### src/design/mroe_pkg.sv
// ----------------------------------------------------------------------------
// Matrix row operation engine: shared types and constants
// Operation codes, register map and the command and status groups that pass
// between the controller and the datapath.
// ----------------------------------------------------------------------------
package mroe_pkg;

	localparam int ELEM_W  = 32;
	localparam int ORDER_W = 4;
	localparam int PADDR_W = 3;
	localparam int PDATA_W = 32;

	// Q16.16 representation of 1.0
	localparam logic signed [ELEM_W-1:0] Q_ONE = 32'sd65536;

	localparam logic [ORDER_W-1:0] ORDER_RESET = 4'd8;

	// Register index as seen at paddr[2]
	localparam logic [0:0] REG_ORDER_IN_USE = 1'b0;

	typedef enum logic [1:0] {
		OP_SWAP  = 2'd0,
		OP_SCALE = 2'd1,
		OP_ADD   = 2'd2,
		OP_READ  = 2'd3
	} op_t;

	typedef struct packed {
		logic clr_en;
		logic load_item;
		logic start_cols;
		logic rd_a;
		logic rd_b;
		logic calc;
		logic wr_a;
		logic wr_b;
		logic col_adv;
		logic out_load;
	} cmd_t;

	typedef struct packed {
		logic clr_done;
		logic err;
		logic skip;
		logic is_read;
		logic is_swap;
		logic last_col;
	} sts_t;

endpackage

### src/design/mroe_if.sv
// ----------------------------------------------------------------------------
// Matrix row operation engine: channel interfaces
// Valid/ready channels for the operation words and the result words.
// ----------------------------------------------------------------------------
interface mroe_in_if;
	logic                                  valid;
	logic                                  ready;
	mroe_pkg::op_t                         operation;
	logic [2:0]                            first_row;
	logic [2:0]                            second_row;
	logic [2:0]                            column_index;
	logic signed [mroe_pkg::ELEM_W-1:0]    scale_factor;

	modport source (output valid, operation, first_row, second_row, column_index,
		scale_factor, input ready);
	modport sink (input valid, operation, first_row, second_row, column_index,
		scale_factor, output ready);
endinterface

interface mroe_out_if;
	logic                                  valid;
	logic                                  ready;
	logic signed [mroe_pkg::ELEM_W-1:0]    element_value;
	logic                                  index_error;

	modport source (output valid, element_value, index_error, input ready);
	modport sink (input valid, element_value, index_error, output ready);
endinterface

### src/design/mroe_ram.sv
// ----------------------------------------------------------------------------
// Matrix row operation engine: single-port RAM
// One read or write per cycle, registered read data.
// ----------------------------------------------------------------------------
module mroe_ram #(
	parameter int WIDTH = 32,
	parameter int DEPTH = 64
) (
	input  logic                     clk,
	input  logic                     we,
	input  logic [$clog2(DEPTH)-1:0] addr,
	input  logic [WIDTH-1:0]         wdata,
	output logic [WIDTH-1:0]         rdata
);

	logic [WIDTH-1:0] mem_q [DEPTH];
	logic [WIDTH-1:0] rdata_q;

	always_ff @(posedge clk) begin
		if (we) begin
			mem_q[addr] <= wdata;
		end
		rdata_q <= mem_q[addr];
	end

	assign rdata = rdata_q;

endmodule

### src/design/mroe_ctrl.sv
// ----------------------------------------------------------------------------
// Matrix row operation engine: controller
// Sequences the clearing pass, the per-column read/compute/write steps and
// the hand-over of each result word to the output register.
// ----------------------------------------------------------------------------
module mroe_ctrl (
	input  logic           clk,
	input  logic           arst_n,
	input  logic           in_valid,
	output logic           in_ready,
	output logic           out_valid,
	input  logic           out_ready,
	output mroe_pkg::cmd_t cmd,
	input  mroe_pkg::sts_t sts
);

	typedef enum logic [8:0] {
		S_CLEAR  = 9'b000000001,
		S_IDLE   = 9'b000000010,
		S_START  = 9'b000000100,
		S_RD_A   = 9'b000001000,
		S_RD_B   = 9'b000010000,
		S_CALC   = 9'b000100000,
		S_WR_A   = 9'b001000000,
		S_WR_B   = 9'b010000000,
		S_FINISH = 9'b100000000
	} state_t;

	state_t state_q, state_d;
	logic   out_valid_q;
	logic   slot_free;

	assign slot_free = !out_valid_q || out_ready;
	assign in_ready  = (state_q == S_IDLE);
	assign out_valid = out_valid_q;

	always_comb begin
		state_d = state_q;
		cmd     = '0;
		unique case (state_q)
			S_CLEAR: begin
				cmd.clr_en = 1'b1;
				if (sts.clr_done) begin
					state_d = S_IDLE;
				end
			end
			S_IDLE: begin
				if (in_valid) begin
					cmd.load_item = 1'b1;
					state_d       = S_START;
				end
			end
			S_START: begin
				cmd.start_cols = 1'b1;
				state_d        = sts.skip ? S_FINISH : S_RD_A;
			end
			S_RD_A: begin
				cmd.rd_a = 1'b1;
				state_d  = S_RD_B;
			end
			S_RD_B: begin
				cmd.rd_b = 1'b1;
				state_d  = sts.is_read ? S_FINISH : S_CALC;
			end
			S_CALC: begin
				cmd.calc = 1'b1;
				state_d  = S_WR_A;
			end
			S_WR_A: begin
				cmd.wr_a = 1'b1;
				if (sts.is_swap) begin
					state_d = S_WR_B;
				end else begin
					cmd.col_adv = 1'b1;
					state_d     = sts.last_col ? S_FINISH : S_RD_A;
				end
			end
			S_WR_B: begin
				cmd.wr_b    = 1'b1;
				cmd.col_adv = 1'b1;
				state_d     = sts.last_col ? S_FINISH : S_RD_A;
			end
			S_FINISH: begin
				if (slot_free) begin
					cmd.out_load = 1'b1;
					state_d      = S_IDLE;
				end
			end
			default: begin
				state_d = S_CLEAR;
			end
		endcase
	end

	always_ff @(posedge clk or negedge arst_n) begin
		if (!arst_n) begin
			state_q     <= S_CLEAR;
			out_valid_q <= 1'b0;
		end else begin
			state_q <= state_d;
			if (cmd.out_load) begin
				out_valid_q <= 1'b1;
			end else if (out_ready) begin
				out_valid_q <= 1'b0;
			end
		end
	end

	a_onehot_state: assert property (@(posedge clk) disable iff (!arst_n)
		$onehot(state_q))
		else $error("controller state is not one-hot");

	a_accept_starts: assert property (@(posedge clk) disable iff (!arst_n)
		(in_valid && in_ready) |=> (state_q == S_START))
		else $error("accepted word did not start an operation");

	a_skip_finishes: assert property (@(posedge clk) disable iff (!arst_n)
		(state_q == S_START && sts.skip) |=> (state_q == S_FINISH))
		else $error("skipped operation touched the store");

	a_read_no_write: assert property (@(posedge clk) disable iff (!arst_n)
		(state_q == S_WR_A || state_q == S_WR_B) |-> !sts.is_read)
		else $error("read operation reached a write step");

	a_swap_last_col: assert property (@(posedge clk) disable iff (!arst_n)
		(state_q == S_WR_B && sts.last_col) |=> (state_q == S_FINISH))
		else $error("swap ran past the last column");

endmodule

### src/design/mroe_dpath.sv
// ----------------------------------------------------------------------------
// Matrix row operation engine: datapath
// Holds the operation word, the matrix store, the column and clearing
// counters, the Q16.16 multiplier and the result register.
// ----------------------------------------------------------------------------
module mroe_dpath #(
	parameter int MAX_ORDER = 8
) (
	input  logic                               clk,
	input  logic                               arst_n,
	input  mroe_pkg::cmd_t                     cmd,
	output mroe_pkg::sts_t                     sts,
	input  logic [mroe_pkg::ORDER_W-1:0]       order_eff,
	input  mroe_pkg::op_t                      operation,
	input  logic [2:0]                         first_row,
	input  logic [2:0]                         second_row,
	input  logic [2:0]                         column_index,
	input  logic signed [mroe_pkg::ELEM_W-1:0] scale_factor,
	output logic signed [mroe_pkg::ELEM_W-1:0] element_value,
	output logic                               index_error
);

	localparam int DEPTH = MAX_ORDER * MAX_ORDER;
	localparam int AW    = $clog2(DEPTH);
	localparam int RW    = $clog2(MAX_ORDER);
	localparam int OW    = mroe_pkg::ORDER_W;
	localparam int EW    = mroe_pkg::ELEM_W;
	localparam logic [RW-1:0] LAST_IDX = RW'(MAX_ORDER - 1);

	mroe_pkg::op_t          op_q;
	logic [2:0]             r1_q, r2_q, cidx_q;
	logic signed [EW-1:0]   k_q;
	logic [OW-1:0]          col_q;
	logic [RW-1:0]          clr_row_q, clr_col_q;
	logic signed [EW-1:0]   a_q, b_q;
	logic signed [2*EW-1:0] prod_s1;
	logic signed [EW-1:0]   elem_q;
	logic                   err_q;

	logic                   r1_ok, r2_ok, c_ok, err;
	logic [2:0]             item_row;
	logic [OW-1:0]          item_col;
	logic [AW-1:0]          item_addr, clr_addr, mem_addr;
	logic                   mem_we;
	logic [EW-1:0]          mem_wdata, mem_rdata;
	logic signed [EW+16:0]  wide;
	logic signed [EW-1:0]   wr_a_data;

	function automatic logic signed [EW-1:0] sat_elem(input logic signed [EW+16:0] v);
		logic signed [EW-1:0] r;
		if (v[EW+16:EW-1] == '0 || v[EW+16:EW-1] == '1) begin
			r = v[EW-1:0];
		end else if (v[EW+16]) begin
			r = {1'b1, {(EW-1){1'b0}}};
		end else begin
			r = {1'b0, {(EW-1){1'b1}}};
		end
		return r;
	endfunction

	// Index checks against the order in use
	assign r1_ok = ({1'b0, r1_q} < order_eff);
	assign r2_ok = ({1'b0, r2_q} < order_eff);
	assign c_ok  = ({1'b0, cidx_q} < order_eff);

	always_comb begin
		case (op_q)
			mroe_pkg::OP_SWAP, mroe_pkg::OP_ADD: err = !(r1_ok && r2_ok);
			mroe_pkg::OP_SCALE:                  err = !r1_ok;
			default:                             err = !(r1_ok && c_ok);
		endcase
	end

	assign sts.err      = err;
	assign sts.is_read  = (op_q == mroe_pkg::OP_READ);
	assign sts.is_swap  = (op_q == mroe_pkg::OP_SWAP);
	// A zero factor, or a swap of a row with itself, leaves the store as it is.
	assign sts.skip     = err || (sts.is_swap && r1_q == r2_q) ||
		((op_q == mroe_pkg::OP_SCALE || op_q == mroe_pkg::OP_ADD) && k_q == '0);
	assign sts.last_col = ((5'(col_q) + 5'd1) == 5'(order_eff));
	assign sts.clr_done = (clr_row_q == LAST_IDX) && (clr_col_q == LAST_IDX);

	// Address selection for the single memory port
	always_comb begin
		item_row = r1_q;
		item_col = col_q;
		if (cmd.rd_a) begin
			item_row = (op_q == mroe_pkg::OP_ADD) ? r2_q : r1_q;
			item_col = (op_q == mroe_pkg::OP_READ) ? {1'b0, cidx_q} : col_q;
		end else if (cmd.rd_b) begin
			item_row = (op_q == mroe_pkg::OP_SWAP) ? r2_q : r1_q;
		end else if (cmd.wr_b) begin
			item_row = r2_q;
		end
	end

	assign item_addr = AW'(32'(item_row) * MAX_ORDER + 32'(item_col));
	assign clr_addr  = AW'(32'(clr_row_q) * MAX_ORDER + 32'(clr_col_q));
	assign mem_addr  = cmd.clr_en ? clr_addr : item_addr;
	assign mem_we    = cmd.clr_en || cmd.wr_a || cmd.wr_b;

	// Product is floored by dropping its sixteen fraction bits.
	always_comb begin
		if (op_q == mroe_pkg::OP_ADD) begin
			wide = (EW+17)'(b_q) + (EW+17)'($signed(prod_s1[2*EW-1:16]));
		end else begin
			wide = (EW+17)'($signed(prod_s1[2*EW-1:16]));
		end
		wr_a_data = sts.is_swap ? b_q : sat_elem(wide);
	end

	always_comb begin
		if (cmd.clr_en) begin
			mem_wdata = (clr_row_q == clr_col_q) ? mroe_pkg::Q_ONE : '0;
		end else if (cmd.wr_b) begin
			mem_wdata = a_q;
		end else begin
			mem_wdata = wr_a_data;
		end
	end

	mroe_ram #(
		.WIDTH (EW),
		.DEPTH (DEPTH)
	) u_store (
		.clk   (clk),
		.we    (mem_we),
		.addr  (mem_addr),
		.wdata (mem_wdata),
		.rdata (mem_rdata)
	);

	always_ff @(posedge clk or negedge arst_n) begin
		if (!arst_n) begin
			col_q     <= '0;
			clr_row_q <= '0;
			clr_col_q <= '0;
		end else begin
			if (cmd.start_cols) begin
				col_q <= '0;
			end else if (cmd.col_adv) begin
				col_q <= col_q + 1'b1;
			end
			if (cmd.clr_en) begin
				if (clr_col_q == LAST_IDX) begin
					clr_col_q <= '0;
					clr_row_q <= clr_row_q + 1'b1;
				end else begin
					clr_col_q <= clr_col_q + 1'b1;
				end
			end
		end
	end

	always_ff @(posedge clk) begin
		if (cmd.load_item) begin
			op_q   <= operation;
			r1_q   <= first_row;
			r2_q   <= second_row;
			cidx_q <= column_index;
			k_q    <= scale_factor;
		end
		if (cmd.rd_b) begin
			a_q <= mem_rdata;
		end
		if (cmd.calc) begin
			b_q     <= mem_rdata;
			prod_s1 <= a_q * k_q;
		end
		if (cmd.out_load) begin
			elem_q <= (sts.is_read && !err) ? a_q : '0;
			err_q  <= err;
		end
	end

	assign element_value = elem_q;
	assign index_error   = err_q;

endmodule

### src/design/matrix_row_operation_engine.sv
// ----------------------------------------------------------------------------
// Matrix row operation engine
// Applies elementary row operations to a square Q16.16 matrix store.
// ----------------------------------------------------------------------------
// Operation words arrive on in_ch (valid/ready) and each one gives exactly
// one result word on out_ch: the element read, or zero, and an index error
// flag. The order in use is written over the APB port at address 0.
// After reset the store is loaded with the identity matrix by a clearing
// pass over all MAX_ORDER*MAX_ORDER entries (64 at the default), in which
// no operation word is taken; register writes are accepted throughout.
// One word is processed at a time. A read passes the start step and the
// read steps before its element is loaded into the result register; scale
// and add run two reads, a compute and a write for each column up to the
// order in use, and a swap a second write as well. Errored and no-effect
// words go from the start step straight to the final step. The next word
// is taken once the core is back in idle. The single memory port sets the
// pace: each column needs two reads and one write, or two writes for a swap.
// The result register frees the core: a new word is taken while a result
// still waits, and the core stalls in its final step only when it has a
// further result ready and the receiver holds ready low.
// ----------------------------------------------------------------------------
module matrix_row_operation_engine #(
	parameter int MAX_ORDER = 8
) (
	input  logic                         clk,
	input  logic                         arst_n,
	input  logic                         psel,
	input  logic                         penable,
	input  logic                         pwrite,
	input  logic [mroe_pkg::PADDR_W-1:0] paddr,
	input  logic [mroe_pkg::PDATA_W-1:0] pwdata,
	output logic [mroe_pkg::PDATA_W-1:0] prdata,
	output logic                         pready,
	mroe_in_if.sink                      in_ch,
	mroe_out_if.source                   out_ch
);

	localparam int OW = mroe_pkg::ORDER_W;
	localparam logic [OW-1:0] MAX_ORD4 = (MAX_ORDER > 15) ? 4'd15 : OW'(MAX_ORDER);

	logic [OW-1:0]  order_q;
	logic [OW-1:0]  order_eff;
	logic           cfg_wr;
	mroe_pkg::cmd_t cmd;
	mroe_pkg::sts_t sts;

	assign pready = 1'b1;
	assign cfg_wr = psel && penable && pwrite && pready;

	always_ff @(posedge clk or negedge arst_n) begin
		if (!arst_n) begin
			order_q <= mroe_pkg::ORDER_RESET;
		end else if (cfg_wr && paddr[2:2] == mroe_pkg::REG_ORDER_IN_USE) begin
			order_q <= pwdata[OW-1:0];
		end
	end

	always_comb begin
		unique case (paddr[2:2])
			mroe_pkg::REG_ORDER_IN_USE: prdata = mroe_pkg::PDATA_W'(order_q);
			default:                    prdata = '0;
		endcase
	end

	// An order above the store size acts as the store size.
	assign order_eff = (order_q > MAX_ORD4) ? MAX_ORD4 : order_q;

	mroe_ctrl u_ctrl (
		.clk       (clk),
		.arst_n    (arst_n),
		.in_valid  (in_ch.valid),
		.in_ready  (in_ch.ready),
		.out_valid (out_ch.valid),
		.out_ready (out_ch.ready),
		.cmd       (cmd),
		.sts       (sts)
	);

	mroe_dpath #(
		.MAX_ORDER (MAX_ORDER)
	) u_dpath (
		.clk           (clk),
		.arst_n        (arst_n),
		.cmd           (cmd),
		.sts           (sts),
		.order_eff     (order_eff),
		.operation     (in_ch.operation),
		.first_row     (in_ch.first_row),
		.second_row    (in_ch.second_row),
		.column_index  (in_ch.column_index),
		.scale_factor  (in_ch.scale_factor),
		.element_value (out_ch.element_value),
		.index_error   (out_ch.index_error)
	);

endmodule
### src/flat_wrapper.sv
// flat-port wrapper written by rule: the top's interface ports become plain ports
module matrix_row_operation_engine_flat 
#(
	parameter int MAX_ORDER = 8
)
  (clk, arst_n, psel, penable, pwrite, paddr, pwdata, prdata, pready, in_ch_valid, in_ch_operation, in_ch_first_row, in_ch_second_row, in_ch_column_index, in_ch_scale_factor, in_ch_ready, out_ch_valid, out_ch_element_value, out_ch_index_error, out_ch_ready);
  mroe_in_if in_ch_i ();
  mroe_out_if out_ch_i ();
  input  logic clk;
  input  logic arst_n;
  input  logic psel;
  input  logic penable;
  input  logic pwrite;
  input  logic [mroe_pkg::PADDR_W-1:0] paddr;
  input  logic [mroe_pkg::PDATA_W-1:0] pwdata;
  output logic [mroe_pkg::PDATA_W-1:0] prdata;
  output logic pready;
  input wire logic [$bits(in_ch_i.valid)-1:0] in_ch_valid;
  input wire logic [$bits(in_ch_i.operation)-1:0] in_ch_operation;
  input wire logic [$bits(in_ch_i.first_row)-1:0] in_ch_first_row;
  input wire logic [$bits(in_ch_i.second_row)-1:0] in_ch_second_row;
  input wire logic [$bits(in_ch_i.column_index)-1:0] in_ch_column_index;
  input wire logic [$bits(in_ch_i.scale_factor)-1:0] in_ch_scale_factor;
  output wire logic [$bits(in_ch_i.ready)-1:0] in_ch_ready;
  output wire logic [$bits(out_ch_i.valid)-1:0] out_ch_valid;
  output wire logic [$bits(out_ch_i.element_value)-1:0] out_ch_element_value;
  output wire logic [$bits(out_ch_i.index_error)-1:0] out_ch_index_error;
  input wire logic [$bits(out_ch_i.ready)-1:0] out_ch_ready;
  assign in_ch_i.valid = in_ch_valid;
  assign in_ch_i.operation = in_ch_operation;
  assign in_ch_i.first_row = in_ch_first_row;
  assign in_ch_i.second_row = in_ch_second_row;
  assign in_ch_i.column_index = in_ch_column_index;
  assign in_ch_i.scale_factor = in_ch_scale_factor;
  assign in_ch_ready = in_ch_i.ready;
  assign out_ch_valid = out_ch_i.valid;
  assign out_ch_element_value = out_ch_i.element_value;
  assign out_ch_index_error = out_ch_i.index_error;
  assign out_ch_i.ready = out_ch_ready;
  matrix_row_operation_engine #(.MAX_ORDER(MAX_ORDER)) u_core (.clk(clk), .arst_n(arst_n), .psel(psel), .penable(penable), .pwrite(pwrite), .paddr(paddr), .pwdata(pwdata), .prdata(prdata), .pready(pready), .in_ch(in_ch_i), .out_ch(out_ch_i));
endmodule
### config.mk
export PLATFORM = sky130hd
export DESIGN_NAME = matrix_row_operation_engine_flat
export DESIGN_NICKNAME = d
export VERILOG_FILES = /design/src/design/mroe_pkg.sv /design/src/design/mroe_if.sv /design/src/design/mroe_ram.sv /design/src/design/mroe_ctrl.sv /design/src/design/mroe_dpath.sv /design/src/design/matrix_row_operation_engine.sv /design/src/flat_wrapper.sv
export SDC_FILE = /design/constraint.sdc
export NUM_CORES = 2
export LEC_CHECK = 0
export ABC_AREA = 0
export BUFFER_PORTS_ARGS = -buffer_cell sky130_fd_sc_hd__buf_4
export CAP_MARGIN = 40
export CORE_MARGIN = 2
export CORE_UTILIZATION = 50
export DETAILED_ROUTE_END_ITERATION = 6
export GPL_TIMING_DRIVEN = 0
export PLACE_DENSITY_LB_ADDON = 0.15
export SLEW_MARGIN = 20
export SYNTH_ARGS = -nofsm -noshare
export SYNTH_HDL_FRONTEND = slang
export SYNTH_SLANG_ARGS = --single-unit
### constraint.sdc
create_clock -name clk -period 9.6 [get_ports clk]
set_clock_uncertainty 0.2 [all_clocks]
set_input_delay 0 -clock clk [delete_from_list [all_inputs] [get_ports clk]]
set_output_delay 0 -clock clk [all_outputs]
set_load 0.02 [all_outputs]
**Word-level counts from Yosys, hierarchy flattened**

Memories as Yosys holds them, arrays and structs flattened. A register that Yosys moved wholly into a read port is not among the register bits.
Index checks and enable logic that the tools add are counted.
W data, S select, Z words.

- Register bits: 228
- Bits in writable memories: 2048
- Logic and storage cells: 126
- Memories: 1

Memory list:

| name | depth | bits a word | rd ports | clocked after Yosys merged registers in | write ports | RTL line | RTL |
|---|---|---|---|---|---|---|---|
| u_core.u_dpath.u_store.mem_q | 64 | 32 | 1 | 1 | 1 | mroe_ram.sv:16 | `logic [WIDTH-1:0] mem_q [DEPTH];` |

- Bitwise gates (word level): 1
- Reductions and logical operators: 29
- Eq/ne operators: 21
- Add/subtract/negate cells: 7
- Multiply operators: 1
- Order comparisons: 4
- Multiplexer cells: 46

Operators by type and width:

| operator | count |
|---|---|
| $mux W32 | 5 |
| $pmux W9 S9 | 1 |
| $mul A32 B32 Y64 | 1 |
| $mux W9 | 7 |
| $add A32 B48 Y49 | 1 |
| $mux W49 | 1 |
| $logic_not A32 Y1 | 1 |
| $mux W4 | 6 |
| $eq A18 B18 Y1 const B | 1 |
| $logic_not A18 Y1 | 1 |
| $mux W3 | 6 |
| $mux W17 | 1 |
| $mux W1 | 16 |
| $lt A3 B4 Y1 | 3 |
| $eq A9 B1 Y1 const B | 1 |
| $eq A9 B2 Y1 const B | 1 |
| $eq A9 B3 Y1 const B | 1 |
| $eq A9 B4 Y1 const B | 1 |
| $eq A9 B5 Y1 const B | 1 |
| $eq A9 B6 Y1 const B | 1 |
| $eq A9 B7 Y1 const B | 1 |
| $eq A9 B8 Y1 const B | 1 |
| $eq A9 B9 Y1 const B | 1 |
| $logic_and A1 B1 Y1 | 9 |
| 23 further kinds | 40 |

**Longest topological paths before layout**

- Depth in word-level cells: 10
- Mapped depth: 30
- Depth with buffers taken out: 29

**By module**

A second synthesis with hierarchy kept.

- Cells, all modules: 9123
- Area, all modules: 126677.7 um^2

By module, submodules not included:

| module | cells each | instances | sequential area each (um^2) | area an instance (um^2) |
|---|---|---|---|---|
| mroe_ram | 4239 | 1 | 62139.6 | 78928.2 |
| mroe_dpath | 4759 | 1 | 5895.7 | 46608.5 |
| mroe_ctrl | 77 | 1 | 251.5 | 688.2 |
| matrix_row_operation_engine | 48 | 1 | 101.3 | 452.9 |

**Least setup slack after synthesis**

OpenSTA, ideal clock, no wires.

- Path type: flip-flop to flip-flop
- Start: register u_core.u_ctrl.state_q[1]
- End: register u_core.u_dpath.b_q[0], enable pin
- Data arrival time: 7.159 ns
- Path slack: 1.605 ns
- Stages on the path, launching flop included: 5
- Data required time: 8.764 ns
- Buffers on the path: 0
- Period minus slack after synthesis: 7.995 ns
- Setup time: 0.636 ns
- Path through: dfrtp_1 > nor4_1 > nand2b_1 > or3_1 > nor3b_1

- Longest elaborated chain between the ends: 2

RTL lines:

| what | RTL line | RTL |
|---|---|---|
| start, declared | mroe_ctrl.sv:29 | `state_t state_q, state_d;` |
| start signal, assigned | mroe_ctrl.sv:100 | `state_q <= state_d;` |
| $eq A9 B6 Y1 | mroe_ctrl.sv:40 | `unique case (state_q)` |
| $mux W1 | mroe_ctrl.sv:40 |  |
| end signal, assigned | mroe_dpath.sv:167 | `b_q <= mem_rdata;` |
| end, declared | mroe_dpath.sv:35 | `logic signed [EW-1:0] a_q, b_q;` |

Every way passes these cells.
A chain may end at the register's enable or synchronous reset.

**Worst setup path in the final report**

- Start: register u_core.u_dpath.a_q[0]
- End: register u_core.u_dpath.prod_s1[56], data pin

- Longest elaborated chain between the ends: 1

RTL lines:

| what | RTL line | RTL |
|---|---|---|
| start, declared | mroe_dpath.sv:35 |  |
| start signal, assigned | mroe_dpath.sv:164 | `a_q <= mem_rdata;` |
| $mul A32 B32 Y64 | mroe_dpath.sv:168 | `prod_s1 <= a_q * k_q;` |
| end signal, assigned | mroe_dpath.sv:168 |  |
| end, declared | mroe_dpath.sv:36 | `logic signed [2*EW-1:0] prod_s1;` |

Every way passes these cells.

==> flow_metrics.py <==
metrics = {
    "logic_synthesis": {
        "synth-xor-area-share": 0.008103,
        "synth_top_family_by_area": "adder cells",
        "ys_seq_area_frac": 0.5599,
        "synthAdderAreaFrac": 0.2024,
        "netlist_instances": 8792,
        "synth_ff_type": "edfxtp_1",
        "synthDistinctLibCells": 89,
        "synth_top_area_frac": 0.5497,
        "synth_simple_gate_area_share": 0.07247,
        "synth_warnings": 0,
        "synth_compound_area_frac": 0.1049,
        "syn_avg_cell_area_um2": 13.89,
        "synth_mux_area_frac": 0.002469,
        "synth_area_leaders": "edfxtp_1 55%, fa_1 18%, a22oi_1 3.8%",
        "synth_edf_count": 2236,
        "ys_ff_latch": 2292,
        "yosys.area.top_type": "edfxtp_1",
        "syn-cell-area_um2": 122100,
        "ys_async_sr_fraction": 0.01047,
    },
    "setup_path": {
        "critPathSlowestCell": "edfxtp_1",
        "rrSetupSlack_ns": 0.24,
        "endpoint_kind": "flop",
        "start_kind": "flop",
        "worstPathMaxFanout": 10,
        "critical_path_depth": 26,
        "worstSetupPathType": "reg -> reg",
        "path_delay_family": "adder cells",
        "required_ns": 10.08,
        "cp.arrival_ns": 9.84,
        "cpPeakStageDelay_ns": 0.93,
        "worstReg2RegStart": "u_core.u_dpath.a_q[0]",
        "r2r-end": "u_core.u_dpath.prod_s1[56]",
        "cp.buffers_inverters": 4,
        "cp_common_cell": "fa_1",
        "worst-r2r-cell-count": 26,
    },
    "clocking": {
        "cts_tree": "yes",
        "cts_root_buf": "clkbuf_16",
        "clkLatencyLatePin_ns": 0.96,
        "cts-buffers-inserted": 224,
        "cts_max_level": 4,
        "path_clk_slew_ns": 0.07,
        "clkSinkCount": 2292,
        "clock_path_buffers": 3,
    },
    "global_routing": {
        "track_usage": 0.4013,
        "grt_overflow": 0,
        "grt_max_degree": 44,
        "grt_pass1_wl_mm": 682.6,
        "antenna_found_initial": 48,
        "first_global_vias": 84570,
    },
    "power": {
        "ir_worst_vdd_v": 0.0002138,
        "power_density_nw_per_um2": 137.8,
        "p_leak_nw": 50.95,
    },
    "placement": {
        "detailed_place_hpwl_mm": 374.3,
        "dp_cells": 12540,
        "gp_congestion": 1.005,
        "portBuffers": 93,
    },
    "routing": {
        "avgRoutedWirePerCell_um": 37.90,
        "drc_errors": 24,
        "firstDrtPassIters": 7,
        "drt_iter0_markers": 13520,
        "vias": 86030,
        "via_per_inst": 6.557,
        "postRouteAntennaNets": 0,
        "wirelength_mm": 497.3,
    },
    "timing": {
        "relSlewSlack": 0.3088,
        "setup_viol": 0,
        "whs_ns": 0.09087,
        "worstMarginPinSlew_ns": 1.037,
        "layout_worst_path_cycle_share": 0.9751,
        "hold_violations": 0,
        "final.setup.tns_ns": 0,
        "rsz0062_at_grt": "no",
        "slew_viol_final": 0,
        "min_period_ns": 9.361,
        "fmax_mhz": 106.8,
    },
    "run": {
        "cap_violations": 0,
    },
    "finish": {
        "post-route-util": 0.5929,
        "seq_area_um2": 68390,
        "syn2layout_area_growth_pct": 17.97,
        "nets": 11110,
        "final_cell_mix": "2,236 x edfxtp_1, 1,080 x fa_1, 1,000 x inv_1, 625 x a22oi_1, 616 x nand2_1",
        "fill_cells": 18820,
        "layout_commonest_cell": "edfxtp_1",
        "multi_input_area_um2": 48780,
        "drive_gt1_frac": 0.1289,
        "final_cells": 13120,
    },
    "die": {
        "dieArea_um2": 248200,
        "dieHeight_um": 498.2,
        "initial_utilization": 0.5026,
        "pin_count": 153,
        "core-area_um2": 243000,
        "die_w_um": 498.2,
        "num_rows": 181,
    },
    "outcome": {
        "violations": "design-rule violations",
        "status": "finished with violations",
    },
    "min_path": {
        "hp-start": "paddr[2]",
        "holdPathEnd": "prdata[1]",
        "whs_path_depth": 3,
        "hold_class": "in -> out",
    },
}
[how the worst max path moves through the flow]
stage	startpoint	endpoint
global placement	u_core.u_dpath.b_q[31]	u_core.u_dpath.u_store.mem_q[24][5]
CTS	u_core.u_dpath.k_q[8]	u_core.u_dpath.prod_s1[61]
detailed placement	u_core.u_dpath.k_q[31]	u_core.u_dpath.prod_s1[63]
finish	u_core.u_dpath.a_q[0]	u_core.u_dpath.prod_s1[56]
global route	u_core.u_dpath.a_q[11]	u_core.u_dpath.prod_s1[63]
floorplan	u_core.u_ctrl.state_q[1]	u_core.u_dpath.b_q[0]
[layout make-up]
class	count	area share
clock inverters	126	0.009908
clock buffers	286	0.04121
diodes	31	0.0005384
inverters	1002	0.02613
plain buffers	539	0.01676
well taps	3202	0.02781
repair buffers	658	0.06445
flip-flops and latches	2292	0.4746
multi-input cells	4985	0.3386
[registers in the layout (all words and copies together) (netlist names), 3 cells and up]
| signal | cells |
|---|---|
| u_core.u_dpath.clr_col_q | 3 |
| u_core.u_dpath.r2_q | 3 |
| u_core.u_dpath.u_store.rdata | 32 |
| u_core.order_q | 4 |
| u_core.u_dpath.r1_q | 3 |
| u_core.u_dpath.cidx_q | 3 |
| u_core.u_ctrl.state_q | 9 |
| u_core.u_dpath.clr_row_q | 3 |
| u_core.u_dpath.b_q | 32 |
| u_core.u_dpath.a_q | 32 |
| u_core.u_dpath.element_value | 32 |
| u_core.u_dpath.u_store.mem_q | 2048 |
| u_core.u_dpath.k_q | 32 |
| u_core.u_dpath.prod_s1 | 48 |
| u_core.u_dpath.col_q | 4 |
[per-stage QoR]
step / setup slack [ns] / total power [mW] / area, um2
3_5_place_dp: -0.09753 / 11.11 / 135100
6_report: 0.2392 / 19.86 / 144100
5_1_grt: 0.006963 / 20.23 / 144000
2_1_floorplan: 1.605 / 11.08 / 122200
4_1_cts: 0.03970 / 19.83 / 143600
3_3_place_gp: -3.775 / 11.11 / 126900
[worst register-to-register path, delay by kind of cell (launching register included)]
kind | cells | cell delay [ns]
DFF | 1 | 0.93
adders and majority gates | 9 | 3.88
buffers and inverters | 4 | 0.97
and+or+nand+nor | 4 | 0.46
AOI/OAI and AO/OA | 8 | 2.59
xor gates and xnor gates | 1 | 0.09
[power by group]
part	total, mW	switching (mW)	internal (mW)	leakage, nW
clock network	8.92	4.01	4.90	3.57
registers	10.8	0.00486	10.8	17.7
logic	0.122	0.0492	0.0723	29.7
total	19.9	4.07	15.8	50.9
[synth_stat cells, types with 20 or more instances]
| library cell | number |
|---|---|
| edfxtp_1 | 2236 |
| fa_1 | 1082 |
| inv_1 | 1001 |
| a22oi_1 | 625 |
| nand2_1 | 616 |
| and2_1 | 565 |
| clkbuf_1 | 355 |
| ha_1 | 245 |
| a221oi_1 | 206 |
| a31oi_1 | 206 |
| a22o_1 | 201 |
| a21oi_1 | 180 |
| nor2_1 | 179 |
| o21ai_0 | 131 |
| buf_2 | 102 |
| nand4_1 | 90 |
| xnor2_1 | 71 |
| nand3_1 | 60 |
| buf_1 | 48 |
| nor4_1 | 46 |
| xor2_1 | 42 |
| a21o_1 | 36 |
| dfxtp_1 | 32 |
| nand2b_1 | 31 |
| buf_4 | 30 |
| nor2b_1 | 28 |
| nor3_1 | 28 |
| o21a_1 | 25 |
| a211oi_1 | 22 |
| dfrtp_1 | 22 |
| mux2i_1 | 20 |
[layer usage]
metal	track usage	vias to the layer above	routed length, um
li1	-	33380	-
met1	0.4820	43680	164800
met2	0.6200	6998	224900
met3	0.1242	1949	63760
met4	0.2784	28	43590
met5	0.0001929	-	188
[cells by family after synthesis]
logic type,count (synthesis)
DFF,2292
AOI/OAI and AO/OA,1755
and+or+nand+nor,1732
buffers and inverters,1542
adders and majority gates,1327
xor gates and xnor gates,113
muxes,29
other,2
[repair_timing]
item | 4_1_cts | 5_1_grt
endpoints found under the hold margin | 151 | 0
endpoints found under the setup margin | 9 | 13
gates resized for setup | 3 | 50
setup buffers | 0 | 12
hold buffers | 108 | 0
Note: power is estimated with default switching activity, not from simulation.
